File: config.mk
export PLATFORM = sky130hd
export DESIGN_NAME = ordered_value_list_engine
export DESIGN_NICKNAME = d
export VERILOG_FILES = /design/src/hw/rtl/ovle_pkg.sv /design/src/hw/rtl/ordered_value_list_engine.sv
export SDC_FILE = /design/constraint.sdc
export NUM_CORES = 1
export LEC_CHECK = 0
export BUFFER_PORTS_ARGS = -buffer_cell sky130_fd_sc_hd__buf_2
export CAP_MARGIN = 0
export CORE_UTILIZATION = 44
export CTS_BUF_LIST = sky130_fd_sc_hd__clkbuf_8 sky130_fd_sc_hd__clkbuf_16
export CTS_CLUSTER_DIAMETER = 100
export CTS_CLUSTER_SIZE = 40
export DETAILED_ROUTE_END_ITERATION = 7
export SETUP_SLACK_MARGIN = 0.5
export SYNTH_ARGS = -nofsm -noshare
export SYNTH_HDL_FRONTEND = slang
export SYNTH_SLANG_ARGS = --single-unit
File: constraint.sdc
create_clock -name aclk -period 7.4 [get_ports aclk]
set_input_delay 0.74 -clock aclk [delete_from_list [all_inputs] [get_ports aclk]]
set_output_delay 0.74 -clock aclk [all_outputs]
set_load 0.05 [all_outputs]
File: src/hw/rtl/ovle_pkg.sv
// shared constants and types for the ordered value list engine
package ovle_pkg;

    localparam int CAPACITY = 16;
    localparam int IDX_W    = (CAPACITY > 1) ? $clog2(CAPACITY) : 1;
    localparam int CNT_W    = $clog2(CAPACITY + 1);

    localparam int REQ_W       = 3;
    localparam int VALUE_W     = 32;
    localparam int STATUS_W    = 2;
    localparam int OUT_COUNT_W = 5;

    localparam int S_TDATA_W = 40;
    localparam int M_TDATA_W = 8;

    typedef enum logic [REQ_W-1:0] {
        REQ_FRONT  = 3'd0,
        REQ_BACK   = 3'd1,
        REQ_SEARCH = 3'd2,
        REQ_REMOVE = 3'd3,
        REQ_CLEAR  = 3'd4
    } req_t;

    typedef enum logic [STATUS_W-1:0] {
        ST_OK   = 2'd0,
        ST_MISS = 2'd1,
        ST_FULL = 2'd2
    } status_t;

endpackage

File: src/hw/rtl/ordered_value_list_engine.sv
// ordered value list engine: entry memory with a scan and shift sequencer
//
//   channel  | ports                     | beat contents (lowest bit first)
//   ---------+---------------------------+-----------------------------------
//   request  | s_tvalid s_tready s_tdata | req_type[2:0], value[34:3], zero pad
//   result   | m_tvalid m_tready m_tdata | status[1:0], count[6:2], zero pad
//
// one request at a time; the entry memory (one read, one write port) sets the pace
// clear, unused codes, full insert: straight to the result; append writes one entry
// front insert moves every entry up by one (one read and one write per moved entry)
// search reads entries in order to the match; remove then moves later entries down
// aresetn clears count and control; entries need no reset as only live ones are read
// a finished result waits in the output register while the next request is taken
module ordered_value_list_engine (
    input  logic                           aclk,
    input  logic                           aresetn,
    input  logic                           s_tvalid,
    output logic                           s_tready,
    input  logic [ovle_pkg::S_TDATA_W-1:0] s_tdata,   // req_type, value, pad
    output logic                           m_tvalid,
    input  logic                           m_tready,
    output logic [ovle_pkg::M_TDATA_W-1:0] m_tdata    // status, count, pad
);

    typedef enum logic [3:0] {
        S_IDLE,
        S_SCAN_RD,
        S_SCAN_CMP,
        S_UP_RD,
        S_UP_WR,
        S_DN_RD,
        S_DN_WR,
        S_WR,
        S_DONE
    } state_t;

    localparam int CW = ovle_pkg::CNT_W;
    localparam int IW = ovle_pkg::IDX_W;

    state_t                               state_reg;
    logic [CW-1:0]                        count_reg;
    logic [CW-1:0]                        idx_reg;
    ovle_pkg::req_t                       req_reg;
    logic [ovle_pkg::VALUE_W-1:0]         val_reg;
    ovle_pkg::status_t                    status_reg;
    logic                                 m_tvalid_reg;
    logic [ovle_pkg::M_TDATA_W-1:0]       m_tdata_reg;

    logic [ovle_pkg::VALUE_W-1:0]         mem [ovle_pkg::CAPACITY];
    logic [ovle_pkg::VALUE_W-1:0]         rd_data_reg;

    ovle_pkg::req_t                       in_req;
    logic [ovle_pkg::VALUE_W-1:0]         in_val;
    logic                                 in_fire;
    logic                                 full;
    logic [CW-1:0]                        idx_inc;
    logic [CW-1:0]                        idx_dec;
    logic [CW-1:0]                        count_dec;
    logic [CW-1:0]                        rd_addr;
    logic                                 wr_en;
    logic [CW-1:0]                        wr_addr;
    logic [ovle_pkg::VALUE_W-1:0]         wr_data;
    logic                                 out_free;

    assign in_req    = ovle_pkg::req_t'(s_tdata[ovle_pkg::REQ_W-1:0]);
    assign in_val    = s_tdata[ovle_pkg::REQ_W +: ovle_pkg::VALUE_W];
    assign s_tready  = (state_reg == S_IDLE);
    assign in_fire   = s_tvalid && s_tready;
    assign full      = (count_reg == CW'(ovle_pkg::CAPACITY));
    assign idx_inc   = idx_reg + CW'(1);
    assign idx_dec   = idx_reg - CW'(1);
    assign count_dec = count_reg - CW'(1);
    assign out_free  = !m_tvalid_reg || m_tready;

    assign m_tvalid = m_tvalid_reg;
    assign m_tdata  = m_tdata_reg;

    // read address: scan at idx, move up reads below idx, move down reads above it
    always_comb begin
        unique case (state_reg)
            S_UP_RD: rd_addr = idx_dec;
            S_DN_RD: rd_addr = idx_inc;
            default: rd_addr = idx_reg;
        endcase
    end

    always_comb begin
        wr_en   = 1'b0;
        wr_addr = idx_reg;
        wr_data = rd_data_reg;
        unique case (state_reg)
            S_UP_WR, S_DN_WR: begin
                wr_en = 1'b1;
            end
            S_WR: begin
                wr_en   = 1'b1;
                wr_data = val_reg;
            end
            default: begin
                wr_en = 1'b0;
            end
        endcase
    end

    always_ff @(posedge aclk) begin
        if (wr_en) begin
            mem[wr_addr[IW-1:0]] <= wr_data;
        end
        rd_data_reg <= mem[rd_addr[IW-1:0]];
    end

    always_ff @(posedge aclk) begin
        if (!aresetn) begin
            state_reg    <= S_IDLE;
            count_reg    <= '0;
            idx_reg      <= '0;
            status_reg   <= ovle_pkg::ST_OK;
            m_tvalid_reg <= 1'b0;
        end else begin
            // in S_DONE the output register is loaded below instead
            if (m_tvalid_reg && m_tready && state_reg != S_DONE) begin
                m_tvalid_reg <= 1'b0;
            end
            unique case (state_reg)
                S_IDLE: begin
                    if (in_fire) begin
                        req_reg    <= in_req;
                        val_reg    <= in_val;
                        status_reg <= ovle_pkg::ST_OK;
                        idx_reg    <= '0;
                        unique case (in_req)
                            ovle_pkg::REQ_FRONT: begin
                                if (full) begin
                                    status_reg <= ovle_pkg::ST_FULL;
                                    state_reg  <= S_DONE;
                                end else if (count_reg == '0) begin
                                    state_reg <= S_WR;
                                end else begin
                                    idx_reg   <= count_reg;
                                    state_reg <= S_UP_RD;
                                end
                            end
                            ovle_pkg::REQ_BACK: begin
                                if (full) begin
                                    status_reg <= ovle_pkg::ST_FULL;
                                    state_reg  <= S_DONE;
                                end else begin
                                    idx_reg   <= count_reg;
                                    state_reg <= S_WR;
                                end
                            end
                            ovle_pkg::REQ_SEARCH, ovle_pkg::REQ_REMOVE: begin
                                if (count_reg == '0) begin
                                    status_reg <= ovle_pkg::ST_MISS;
                                    state_reg  <= S_DONE;
                                end else begin
                                    state_reg <= S_SCAN_RD;
                                end
                            end
                            ovle_pkg::REQ_CLEAR: begin
                                count_reg <= '0;
                                state_reg <= S_DONE;
                            end
                            default: begin
                                state_reg <= S_DONE;
                            end
                        endcase
                    end
                end
                S_SCAN_RD: begin
                    state_reg <= S_SCAN_CMP;
                end
                S_SCAN_CMP: begin
                    if (rd_data_reg == val_reg) begin
                        if (req_reg == ovle_pkg::REQ_SEARCH) begin
                            state_reg <= S_DONE;
                        end else if (idx_inc == count_reg) begin
                            // match on the tail entry, nothing to move
                            count_reg <= count_dec;
                            state_reg <= S_DONE;
                        end else begin
                            state_reg <= S_DN_RD;
                        end
                    end else if (idx_inc == count_reg) begin
                        status_reg <= ovle_pkg::ST_MISS;
                        state_reg  <= S_DONE;
                    end else begin
                        idx_reg   <= idx_inc;
                        state_reg <= S_SCAN_RD;
                    end
                end
                S_UP_RD: begin
                    state_reg <= S_UP_WR;
                end
                S_UP_WR: begin
                    idx_reg <= idx_dec;
                    if (idx_reg == CW'(1)) begin
                        state_reg <= S_WR;
                    end else begin
                        state_reg <= S_UP_RD;
                    end
                end
                S_DN_RD: begin
                    state_reg <= S_DN_WR;
                end
                S_DN_WR: begin
                    idx_reg <= idx_inc;
                    if (idx_inc == count_dec) begin
                        count_reg <= count_dec;
                        state_reg <= S_DONE;
                    end else begin
                        state_reg <= S_DN_RD;
                    end
                end
                S_WR: begin
                    count_reg <= count_reg + CW'(1);
                    state_reg <= S_DONE;
                end
                S_DONE: begin
                    if (out_free) begin
                        m_tvalid_reg <= 1'b1;
                        m_tdata_reg  <= {1'b0,
                                         ovle_pkg::OUT_COUNT_W'(count_reg),
                                         status_reg};
                        state_reg    <= S_IDLE;
                    end
                end
                default: begin
                    state_reg <= S_IDLE;
                end
            endcase
        end
    end

`ifndef ASSERT_OFF
    a_count_in_range: assert property (@(posedge aclk) disable iff (!aresetn)
        count_reg <= CW'(ovle_pkg::CAPACITY))
        else $error("entry count beyond capacity");

    a_busy_after_accept: assert property (@(posedge aclk) disable iff (!aresetn)
        in_fire |=> !s_tready)
        else $error("request taken while previous one still in work");

    a_full_only_at_capacity: assert property (@(posedge aclk) disable iff (!aresetn)
        (state_reg == S_DONE && status_reg == ovle_pkg::ST_FULL) |-> full)
        else $error("full status with room left in the list");
`endif

endmodule
* After elaboration in Yosys (flattened, before gate mapping) *
Memories as Yosys holds them, arrays and structs flattened. A register that Yosys moved wholly into a read port is not among the register bits.
Cells that the tools add are included.

operators by class
  add/sub/neg operators = 4
  reductions and logical operators = 20
  eq/ne operators = 28
  mux-type cells = 44

operators with widths
  cell                                                                   count
  5-bit 2-to-1 mux                                                       12
  4-bit 2-to-1 mux                                                       10
  5-bit case mux with 4 select lines                                     2
  4-bit case mux with 9 select lines                                     1
  32-bit equality test                                                   1
  32-bit 2-to-1 mux                                                      1
  4-bit by 3-bit equality test with 1-bit output, second input constant  4
  2-bit != test, second input constant                                   7
  4-bit case mux with 3 select lines                                     1
  5-bit by 1-bit adder with 5-bit output, second input constant          2
  5-bit equality test                                                    2
  5-bit case mux with 2 select lines                                     1
  5-bit by 1-bit subtractor with 5-bit output, second input constant     2
  3-bit by 2-bit equality test with 1-bit output, second input constant  3
  4-bit by 2-bit equality test with 1-bit output, second input constant  2
  2-bit 2-to-1 mux                                                       4
  2-bit case mux with 2 select lines                                     2
  4-bit case mux with 2 select lines                                     1
  4-bit AND reduction                                                    2
  4-bit nonzero test                                                     2
  1-bit 2-to-1 mux                                                       7
  7-bit AND reduction                                                    1
  3-bit 2-to-1 mux                                                       2
  3-bit AND reduction                                                    2
  18 further kinds                                                       22

word-level totals
  input bits = 44
  memory bits (writable) = 512
  output and inout bits = 10
  bits in registers = 59
  memories = 1

memory list
  memory  depth  width  rd ports  clocked after Yosys merged registers in  write ports  line                             RTL
  mem     16     32     1         1                                        1            ordered_value_list_engine.sv:49  logic [ovle_pkg::VALUE_W-1:0] mem [ovle_pkg::CAPACITY];

* Longest topological paths before layout *
  word-level depth = 6
  depth in mapped cells = 10
  gate-level depth less buffers = 8

* Least setup slack after synthesis *
No wires, ideal clock.

  path type = register -> register
  start point = register state_reg[1]
  end point = memory mem[3][0] in the netlist's numbering, enable pin
  path slack = 3450 ps
  setup time = 461 ps
  arrival time = 3489 ps
  cell stages (with the launch flop) = 6
  period minus slack after synthesis = 3950 ps
  buffers on the path = 1
  cell sequence = dfxtp_1 -> clkbuf_1 -> inv_1 -> a211oi_1 -> nand2_1 -> nor3_1

on the way
  cells in the longest elaborated chain, start to end = 5

RTL lines
  element                                         line                              RTL
  start, declared                                 ordered_value_list_engine.sv:40   state_t state_reg;
  start signal, assigned                          ordered_value_list_engine.sv:114  state_reg <= S_IDLE;
  start signal, assigned                          ordered_value_list_engine.sv:135  state_reg <= S_DONE;
  start signal, assigned                          ordered_value_list_engine.sv:137  state_reg <= S_WR;
  4-bit by 3-bit equality test with 1-bit output  ordered_value_list_engine.sv:91   unique case (state_reg)
  3-bit OR reduction (no line) (*)                -
  1-bit 2-to-1 mux (*)                            ordered_value_list_engine.sv:91
  1-bit 2-to-1 mux (*)                            ordered_value_list_engine.sv:106  if (wr_en) begin
  1-bit 2-to-1 mux (implied by the code) (*)      ordered_value_list_engine.sv:107  mem[wr_addr[IW-1:0]] <= wr_data;
  end, declared                                   ordered_value_list_engine.sv:49

Every way passes the cells marked *; elsewhere a longest branch is shown, timed or not.

* Final worst setup path *
  start point = register state_reg[0]
  end point = register rd_data_reg[11] in the netlist's numbering (read register of mem)

on the way
  cells in the longest elaborated chain, start to end = 2

RTL lines
  element                                                                                                                  line                             RTL
  4-bit by 3-bit equality test with 1-bit output / 4-bit by 2-bit equality test with 1-bit output (equally long branches)  ordered_value_list_engine.sv:80  unique case (state_reg)
  4-bit case mux with 2 select lines (*)                                                                                   ordered_value_list_engine.sv:80
  end, declared                                                                                                            ordered_value_list_engine.sv:50  logic [ovle_pkg::VALUE_W-1:0] rd_data_reg;

Marked as above.
A chain may end at the register's enable or synchronous reset.

==> results.py <==
metrics = {
    "logic_synthesis": {
        "synth_mux_area_share_pct": 12.67,
        "yosys.area.top_type": "edfxtp_1",
        "asyncSetResetFlopFracSynth_pct": 0,
        "ys.flop_type": "edfxtp_1",
        "ys_top_cells_by_area": "edfxtp_1, mux4_2, dfxtp_1, nand2_1, a22oi_1",
        "yosys_warnings": 0,
        "yosysTopAreaCellShare_pct": 70.68,
        "synth_top_family_by_area": "multiplexers",
        "ys_types": 55,
        "synth-seq-cells": 603,
        "synth-seq-area-share_pct": 74.85,
        "syn-mean-instance-area_um2": 18.78,
        "synth_area_um2": 23540,
        "synth-adder-area-share_pct": 0.4253,
        "synth_xor_area_share_pct": 2.015,
        "synth_nets": 1305,
        "synth-edff-count": 554,
        "synth_compound_area_share_pct": 3.955,
        "synth_most_common_cell": "edfxtp_1",
        "synthSimpleGateAreaFrac_pct": 4.673,
        "synthTopCellsByCount": "edfxtp_1, nand2_1, mux4_2",
        "synthCells": 1253,
    },
    "timing": {
        "finClkSkew_ps": 53.75,
        "rsz0062_at_grt": "no",
        "slew_violations": 0,
        "layout_setup_ws_ps": 3591,
        "finalHoldViolCount": 0,
        "fin_crit_sh_pct": 51.48,
        "setup_viol": 0,
        "worst_pin_slew_ps": 1194,
        "max_slew_margin_pct": 19.69,
        "clock.fmax_ghz": 0.2625,
        "period_needed_ps": 3809,
        "final.setup.tns_ps": 0,
    },
    "route": {
        "routed_wirelength_um": 52520,
        "dr.pass1.iters": 5,
        "vias": 11570,
        "wl_per_cell_um": 26.44,
        "drtIter0Drc": 1314,
        "drc": 0,
        "ant_nets": 0,
        "vias_per_cell": 5.827,
    },
    "global_route": {
        "grt_start_max_net_pins": 129,
        "overflow": 0,
        "grt_pass1_wl_um": 76770,
        "groute.usage.overall_pct": 19.68,
        "grt_pass1_vias": 11690,
        "antenna_found_initial": 0,
    },
    "setup_path": {
        "worst-path-max-fanout": 98,
        "slowest_delay_ps": 740,
        "slowest_stage": "buf_12",
        "r2r-start": "state_reg[0]",
        "crit_path_cell_trace": "nand2b_1 > a21oi_1 > xnor2_2 > buf_4 > buf_12 > mux4_2 > a22oi_1 > nand2_1",
        "critical_path_class": "register to register",
        "cp.required_ps": 7910,
        "startpoint": "state_reg[0]",
        "ff2ff_path_depth": 8,
        "r2r_end": "rd_data_reg[11]",
        "startpoint_type": "register",
        "regToRegSetupSlack_ps": 3590,
        "worst_setup_path_end_kind": "register",
        "arrival_ps": 4310,
    },
    "layout": {
        "largest_reg_flops": 512,
        "filler_cell_count": 4301,
        "multi_input_area_um2": 5756,
        "nNetsFinal": 1334,
        "syn_to_final_growth_pct": 8.495,
        "drive_above_1_share_pct": 20.34,
        "regArea_um2": 17620,
        "diodes": 0,
    },
    "clocking": {
        "cts_made_buffers": 22,
        "cts_setup_buffers": 0,
        "cts_sinks": 603,
        "cts.reportedPaths.clkPinSlew_ps": 140,
        "clockBufferDepth": 3,
        "htreeDepth": 1,
        "cts_root_buf": "clkbuf_16",
        "clkLatencyLatePin_ps": 620,
        "post_cts_resized": 0,
        "cts_tree": "yes",
        "ctsHoldBuffers": 0,
    },
    "die": {
        "fp.dieArea_um2": 54420,
        "num_rows": 84,
        "core_area_um2": 52660,
        "die_x_um": 233.3,
        "die_height_um": 233.3,
        "start_util_pct": 44.70,
        "ios": 54,
    },
    "outcome": {
        "status": "completed",
    },
    "pwr": {
        "power_density_nw_per_um2": 269.1,
        "p_leak_nw": 8.056,
        "peakVddDrop_mv": 0.2069,
    },
    "place": {
        "dp_slack_ps": 3498,
        "gp_congestion": 0.8079,
        "hpwl_um": 27100,
        "io_buffers": 47,
    },
    "job": {
        "maxCapViolCount": 0,
    },
    "worst_hold_path": {
        "hold_class": "input port to register",
        "holdPathEnd": "val_reg[27]",
        "holdCritStartpoint": "s_tdata[30]",
        "hold_depth": 1,
    },
}
## how the worst max path moves through the flow
stage | to | cells after the start
finish | rd_data_reg[11] | 8
global route | rd_data_reg[3] | 8
CTS | rd_data_reg[11] | 8
detailed placement | rd_data_reg[11] | 8
global placement | rd_data_reg[11] | 8
floorplan | mem[3][0] | 5
## cell families (layout without fill, tap and decap cells)
group | after synthesis | after routing
AOI/OAI and AO/OA | 123 | 123
other | 1 | 1
buffers and inverters | 77 | 122
xor gates and xnor gates | 51 | 51
DFF | 603 | 603
and+or+nand+nor | 252 | 252
muxes | 138 | 138
adders and majority gates | 8 | 8
## layout make-up
class                      count  share of cell area (%)
clock buffer                  22                   2.156
inverter                      10                  0.1470
timing repair buffer          72                   1.754
multi-input combinational    573                   22.54
clock inverter                18                   1.044
tap                          688                   3.371
sequential                   603                   68.99
## metrics by stage
stage / cell area, um^2 / utilization (%) / power (mW) / hold slack [ps] / instances
6_report: 25540 / 48.50 / 6.872 / 285.5 / 1986
5_1_grt: 25540 / 48.50 / 7.121 / 260.0 / 1986
4_1_cts: 25540 / 48.50 / 6.924 / 254.9 / 1986
3_5_place_dp: 24720 / 46.94 / 5.234 / 439.9 / 1946
3_3_place_gp: 24720 / 46.94 / 5.206 / 415.1 / 1946
2_1_floorplan: 23540 / - / 4.915 / 402.9 / 1253
## metal layers
layer	GRT usage, %	routed length (um)	up-vias
met4	3.452	832	0
met3	2.588	2839	40
met2	33.09	25730	301
met1	27.79	23120	6189
met5	0	0	-
li1	-	-	5043
## worst max-delay path: cells and delay by family (launching register included)
| family | cells | cell delay, ps |
|---|---|---|
| buffers and inverters | 2 | 1320 |
| DFF | 1 | 650 |
| muxes | 1 | 600 |
| AOI/OAI and AO/OA | 2 | 520 |
| and+or+nand+nor | 2 | 380 |
| xor gates and xnor gates | 1 | 140 |
## cells in the final DEF (no fill, tap or decap), types with 4 or more instances in the layout
cell type,synthesis,routed
nor3_2,1,5
a31oi_1,4,4
a22oi_1,65,65
nor2_4,0,13
nand2_1,161,161
nand3_1,6,6
a21oi_1,13,11
edfxtp_1,554,554
nand2b_1,9,9
clkinv_16,0,4
xor2_1,8,8
o21ai_0,9,9
xnor2_1,41,40
clkbuf_16,0,22
mux4_2,128,128
dfxtp_1,49,49
mux2i_1,10,10
nor4_1,4,4
nand4_1,8,8
nand3b_1,4,4
inv_1,10,16
buf_2,22,47
nor3_1,13,9
buf_4,3,23
nor2_1,28,15
ha_1,8,8
clkinv_8,0,5
a221o_1,4,4
## power by group
group | internal [mW] | total (mW) | switching, mW
logic | 0.343 | 0.980 | 0.636
registers | 4.08 | 4.16 | 0.0868
clock network | 0.639 | 1.73 | 1.09
total | 5.06 | 6.87 | 1.81
Note: power is estimated with default switching activity, not from simulation.
